==> src/vpnt_pkg.sv <==
// Shared constants, types and codes of the vertex position and normal transform.
package vpnt_pkg;

  // Fixed-point formats
  localparam int MFB = 16;             // fraction bits of matrix entries and positions
  localparam int NFB = 14;             // fraction bits of normals

  // Matrix store
  localparam int NENT = 12;
  localparam int IDXW = 4;

  // Normal path widths
  localparam int DW   = 82;            // signed cofactor-times-normal sum
  localparam int BLW  = $clog2(DW + 1);
  localparam int VW   = 30;            // normalized component magnitude
  localparam int SUMW = 2 * VW + 2;    // sum of three squares
  localparam int LENW = VW + 1;        // floor square root of that sum
  localparam int QW   = NFB + 1;       // quotient never exceeds 2^NFB
  localparam int DNW  = LENW + NFB + 1; // dividend and shifted divisor

  // Pipelined square root and divide
  localparam int SQ_PER = 2;
  localparam int SQ_STG = (LENW + SQ_PER - 1) / SQ_PER;
  localparam int DV_PER = 3;
  localparam int DV_STG = (QW + DV_PER - 1) / DV_PER;

  // Cofactor and determinant refresh after a matrix write
  localparam int DERIVE_LAT = 4;

  typedef enum logic {
    CMD_LOAD   = 1'b0,
    CMD_VERTEX = 1'b1
  } cmd_e;

  // Matrix and its derived values, as seen by the vertex pipeline
  typedef struct packed {
    logic [8:0][31:0] lin;     // column-major linear part
    logic [2:0][31:0] trans;
    logic [8:0][63:0] cof;     // cofactor row r, column c at r*3+c
    logic             det_neg;
    logic             det_zero;
  } mat_t;

  // Per-vertex side data that travels along the pipeline
  typedef struct packed {
    logic [2:0][15:0]   norm;
    logic               has_normal;
    logic [2:0][31:0]   pos;
    logic [2:0]         sg;
    logic               nz;
    logic [2:0][VW-1:0] v;
  } carry_t;

  typedef struct packed {
    logic [SUMW-1:0] rem;
    logic [SUMW-1:0] res;
  } sq_t;

  typedef struct packed {
    logic [2:0][DNW-1:0] rem;
    logic [2:0][QW-1:0]  q;
    logic [LENW-1:0]     len;
    logic                kept;
  } dv_t;

endpackage

==> src/vpnt_isqrt.sv <==
// Pipelined floor square root of the sum of squares, two result bits per stage.
module vpnt_isqrt (
  input  logic                      clk_i,
  input  logic                      rst_ni,
  input  logic                      en_i,
  input  logic                      vld_i,
  input  vpnt_pkg::carry_t          car_i,
  input  logic [vpnt_pkg::SUMW-1:0] sum_i,
  output logic                      vld_o,
  output vpnt_pkg::carry_t          car_o,
  output logic [vpnt_pkg::LENW-1:0] len_o,
  output logic                      busy_o
);
  import vpnt_pkg::*;

  logic [SQ_STG-1:0] vld_q;
  sq_t               st_d [SQ_STG], st_q [SQ_STG];
  carry_t            car_q [SQ_STG];

  // A few digit steps of the shift-subtract root
  function automatic sq_t sq_stage(sq_t x, int base);
    logic [SUMW-1:0] bitv;
    logic [SUMW-1:0] trial;
    sq_t             y;
    y = x;
    for (int j = 0; j < SQ_PER; j++) begin
      if (base + j < LENW) begin
        bitv  = SUMW'(1) << (2 * (LENW - 1 - (base + j)));
        trial = y.res + bitv;
        if (y.rem >= trial) begin
          y.rem = y.rem - trial;
          y.res = (y.res >> 1) + bitv;
        end else begin
          y.res = y.res >> 1;
        end
      end
    end
    return y;
  endfunction

  always_comb begin
    sq_t src;
    for (int s = 0; s < SQ_STG; s++) begin
      if (s == 0) begin
        src.rem = sum_i;
        src.res = '0;
      end else begin
        src = st_q[s-1];
      end
      st_d[s] = sq_stage(src, s * SQ_PER);
    end
  end

  always_ff @(posedge clk_i or negedge rst_ni) begin
    if (!rst_ni) begin
      vld_q <= '0;
    end else if (en_i) begin
      vld_q <= {vld_q[SQ_STG-2:0], vld_i};
    end
  end

  always_ff @(posedge clk_i) begin
    if (en_i) begin
      st_q     <= st_d;
      car_q[0] <= car_i;
      for (int s = 1; s < SQ_STG; s++) begin
        car_q[s] <= car_q[s-1];
      end
    end
  end

  assign vld_o  = vld_q[SQ_STG-1];
  assign car_o  = car_q[SQ_STG-1];
  assign len_o  = LENW'(st_q[SQ_STG-1].res);
  assign busy_o = |vld_q;

endmodule

==> config.mk <==
export PLATFORM = sky130hd
export DESIGN_NAME = vpnt_isqrt
export DESIGN_NICKNAME = d
export VERILOG_FILES = /design/src/vpnt_pkg.sv /design/src/vpnt_isqrt.sv
export SDC_FILE = /design/constraint.sdc
export NUM_CORES = 2
export LEC_CHECK = 0
export BUFFER_PORTS_ARGS = -buffer_cell sky130_fd_sc_hd__buf_4
export CORE_UTILIZATION = 52
export CTS_CLUSTER_SIZE = 14
export DETAILED_ROUTE_END_ITERATION = 8
export PLACE_DENSITY = 0.71
export SYNTH_ARGS = -nofsm -noshare
export SYNTH_HDL_FRONTEND = slang
export SYNTH_SLANG_ARGS = --single-unit
==> constraint.sdc <==
create_clock -name clk_i -period 8.9 [get_ports clk_i]
set_clock_uncertainty 0.15 [all_clocks]
set_input_delay 1.78 -clock clk_i [delete_from_list [all_inputs] [get_ports clk_i]]
set_output_delay 1.78 -clock clk_i [all_outputs]
set_load 0.01 [all_outputs]
==> flow_metrics.py <==
metrics = {
    "logic_synthesis": {
        "syn_area_mm2": 0.198,
        "avgSynthCellArea_um2": 16.1,
        "synthesis.nets": 13177,
        "syn_inst": 12332,
        "synth_most_common_cell": "edfxtp_1",
        "yosys.area.top_type": "edfxtp_1",
        "async_reset_ff_share_pct": 0.317,
        "synth_edf_count": 5025,
        "synth_area_leaders": "edfxtp_1 (76%), ha_1 (3.4%), xnor2_1 (2.3%)",
        "synth_top_area_share_pct": 76.1,
        "synth.top_cells.by_count": "edfxtp_1 (5,025), nor2_1 (768), a21oi_1 (675)",
        "ys.flop_type": "edfxtp_1",
        "yosys_warnings": 0,
        "synth-seq-cells": 5041,
        "ys_types": 103,
        "ys_seq_area_share_pct": 76.3,
    },
    "floorplan": {
        "die_x_um": 619,
        "core_area_mm2": 0.379,
        "die-area_mm2": 0.384,
        "std_cell_rows": 226,
        "start_util_pct": 52.3,
        "ios": 577,
        "die_h_um": 619,
    },
    "cells_and_area": {
        "layoutNonFillerInstCount": 18412,
        "drive_above_1_share_pct": 11.4,
        "area_growth_pct": 12.0,
        "finalNetCount": 13832,
        "post-route-util_pct": 58.6,
        "num-fill-cells": 28248,
        "fin_area_mm2": 0.222,
    },
    "worst_hold_path": {
        "holdPathStages": 0,
        "worstHoldStart": "car_q[1][50]",
        "hold_path.class": "flip-flop to flip-flop",
        "hold_path_end": "car_q[1][289]",
    },
    "power": {
        "power_density_mw_per_mm2": 281,
        "seqPwrFrac_pct": 48.1,
        "share_comb_of_total_power_pct": 20.8,
        "p_int_mw": 44.8,
        "p_sw_mw": 17.6,
        "switching_share_pct": 28.1,
        "leakage_nw": 79.3,
        "p_total_mw": 62.4,
        "ir_drop_mv": 0.212,
        "p_clk_share_pct": 31.0,
    },
    "setup_path": {
        "rrSetupSlack_ps": 1210,
        "worst-setup-path-type": "flip-flop to flip-flop",
        "endpoint_kind": "flip-flop",
        "crit-reg2reg-launch": "st_q[973]",
        "cp.required_ps": 9420,
        "r2r_end": "st_q[855]",
        "r2r_cells": 24,
        "crit_family": "simple AND/OR/NAND/NOR gates",
        "worst_ep_arrival_time_ps": 8220,
        "critPathBufInv": 3,
        "crit_chain": "ha_1 -> nand4bb_1 -> nor4_1 -> nand4bb_1 -> and2_1 -> nand2_1 -> buf_4 -> inv_1 -> o41ai_1 -> ha_1 -> a21o_1 -> a21o_1 -> a21oi_1 -> o21ai_0 -> nand2_1 -> o21a_1 -> a31o_2 -> o31ai_1 -> or3_1 -> or4_1 -> buf_4 -> a31oi_1 -> nor2_1 -> xor2_1",
        "startpoint": "st_q[973]",
        "cp_slowest_cell": "o41ai_1",
        "worst-path-max-fanout": 39,
        "cp-start-kind": "flip-flop",
        "cp_slowest_stage_delay_ps": 660,
    },
    "placement": {
        "io_buffers": 576,
        "dp_cells": 17523,
        "place_ws_ps": 1340,
        "postPlaceCellArea_mm2": 0.207,
        "gp_routability_congestion": 0.926,
        "hpwl_um": 250000,
    },
    "global_routing": {
        "track_usage_pct": 18.8,
        "grt_pass1_vias": 98492,
        "antenna_found_initial": 4,
        "globalRoute.totalOverflow": 0,
        "grt_max_degree": 221,
        "grt_pass1_wl_um": 560000,
    },
    "drt": {
        "drtIter0Drc": 7208,
        "drtPass1Iterations": 7,
        "drc": 1,
        "wl_um": 368000,
        "wl_per_cell_um": 20.0,
        "via_per_inst": 5.37,
        "antenna_left": 0,
        "vias": 98873,
    },
    "clock_network": {
        "post_cts_buffers": 0,
        "htreeDepth": 5,
        "postCtsResizedCells": 0,
        "numCtsBuffers": 478,
        "insertion_delay_ps": 1030,
        "path_clk_slew_ps": 60,
        "clock_sinks": 5041,
        "cts_hold_buf": 0,
        "clk_path_buf_depth": 4,
        "cts_root_buf": "clkbuf_16",
        "cts_tree": "built",
    },
    "timing": {
        "hold-worst-slack_ps": 203,
        "timing.final.ws_setup_ps": 1210,
        "setup_tns_ps": 0,
        "finalSetupViolCount": 0,
        "rsz0062_at_grt": "false",
        "fmax_mhz": 130,
        "period_needed_ps": 7690,
        "relSlewSlack_pct": 20.4,
        "slew_violations": 0,
        "tightest_slew_ps": 1180,
        "finalCritPeriodShare_pct": 86.4,
        "finalHoldViolations": 0,
    },
    "outcome": {
        "violations": "DRC",
        "outcome": "finished with violations",
    },
    "run": {
        "max-cap-violations": 0,
    },
}
[registers in the layout, summed over array words and instances, names as in the netlist]
name	flops
car_q	3824
vld_q	16
st_q	1170
len_o	31
[routing by layer]
| metal | up-vias | track usage, % | part of all wire [%] |
|---|---|---|---|
| li1 | 48292 | - | - |
| met1 | 47694 | 23.8 | 42 |
| met2 | 2234 | 32.7 | 50 |
| met5 | - | 0 | 0 |
| met4 | 0 | 7.45 | 3.8 |
| met3 | 653 | 2.46 | 4.1 |
[worst register-to-register path: cells and delay by family, from the launching register on]
kind	cells	cell delay, ps
adder cells (fa/ha/maj)	2	870
flip-flops	1	400
AND/OR/NAND/NOR	9	2720
XOR/XNOR	1	160
AO/OA/AOI/OAI	9	2030
buffers and inverters	3	990
[cell type report]
cell class / instances / area [µm²] / share of cell area (%)
antenna: 6 / 15.0 / 0.00676
clock inverter: 276 / 2530 / 1.14
inverter: 468 / 1760 / 0.792
tap: 5016 / 6280 / 2.83
sequential: 5041 / 151000 / 68.1
multi-input combinational: 6302 / 42200 / 19.0
clock buffer: 607 / 12500 / 5.62
timing repair buffer: 696 / 5530 / 2.49
[worst max path at each step]
stage	to	slack, ps	cells past startpoint
2_1_floorplan	st_q[330]	2420	23
3_3_place_gp	st_q[849]	1270	24
3_5_place_dp	st_q[849]	1340	25
4_1_cts	st_q[855]	1230	24
5_1_grt	st_q[855]	950	25
6_report	st_q[855]	1210	24
[cell usage in the layout, fill, tap and decap left out, drive strengths merged, types with 61 or more instances in the layout]
cell / synthesis / routed
edfxtp: 5025 / 5025
nor2: 768 / 768
buf: 311 / 696
a21oi: 675 / 675
nand2: 642 / 642
clkbuf: 210 / 607
ha: 540 / 540
xnor2: 525 / 525
inv: 465 / 484
o21ai: 340 / 340
xor2: 298 / 298
a21o: 250 / 250
nor4: 236 / 236
clkinv: 3 / 213
nor3: 211 / 211
nand3: 201 / 201
nand4: 196 / 196
mux2: 115 / 115
nand2b: 93 / 93
or3: 89 / 89
o21a: 83 / 83
o21bai: 76 / 76
nor2b: 69 / 69
o31ai: 62 / 62
and3: 61 / 61
[cell families (layout without fill, tap and decap cells)]
family | Yosys count | count (layout) | synth area share, %
other | 0 | 6 | 0
buffers and inverters | 989 | 2047 | 2.40
DFF | 5041 | 5041 | 76.3
xor gates and xnor gates | 823 | 823 | 3.64
and+or+nand+nor | 2874 | 2874 | 7.28
muxes | 131 | 131 | 0.734
AOI/OAI and AO/OA | 1934 | 1934 | 6.22
adders and majority gates | 540 | 540 | 3.41
[power groups by stage]
stage               Sequential, mW  Clock (mW)  Combinational (mW)
floorplan                     29.9           0                9.52
global placement              30.4           0                12.8
detailed placement            30.5           0                12.8
CTS                           30.1        19.9                12.9
global route                  30.2        20.8                14.3
finish                        30.0        19.4                13.0
Power figures use the tool's default switching activity.
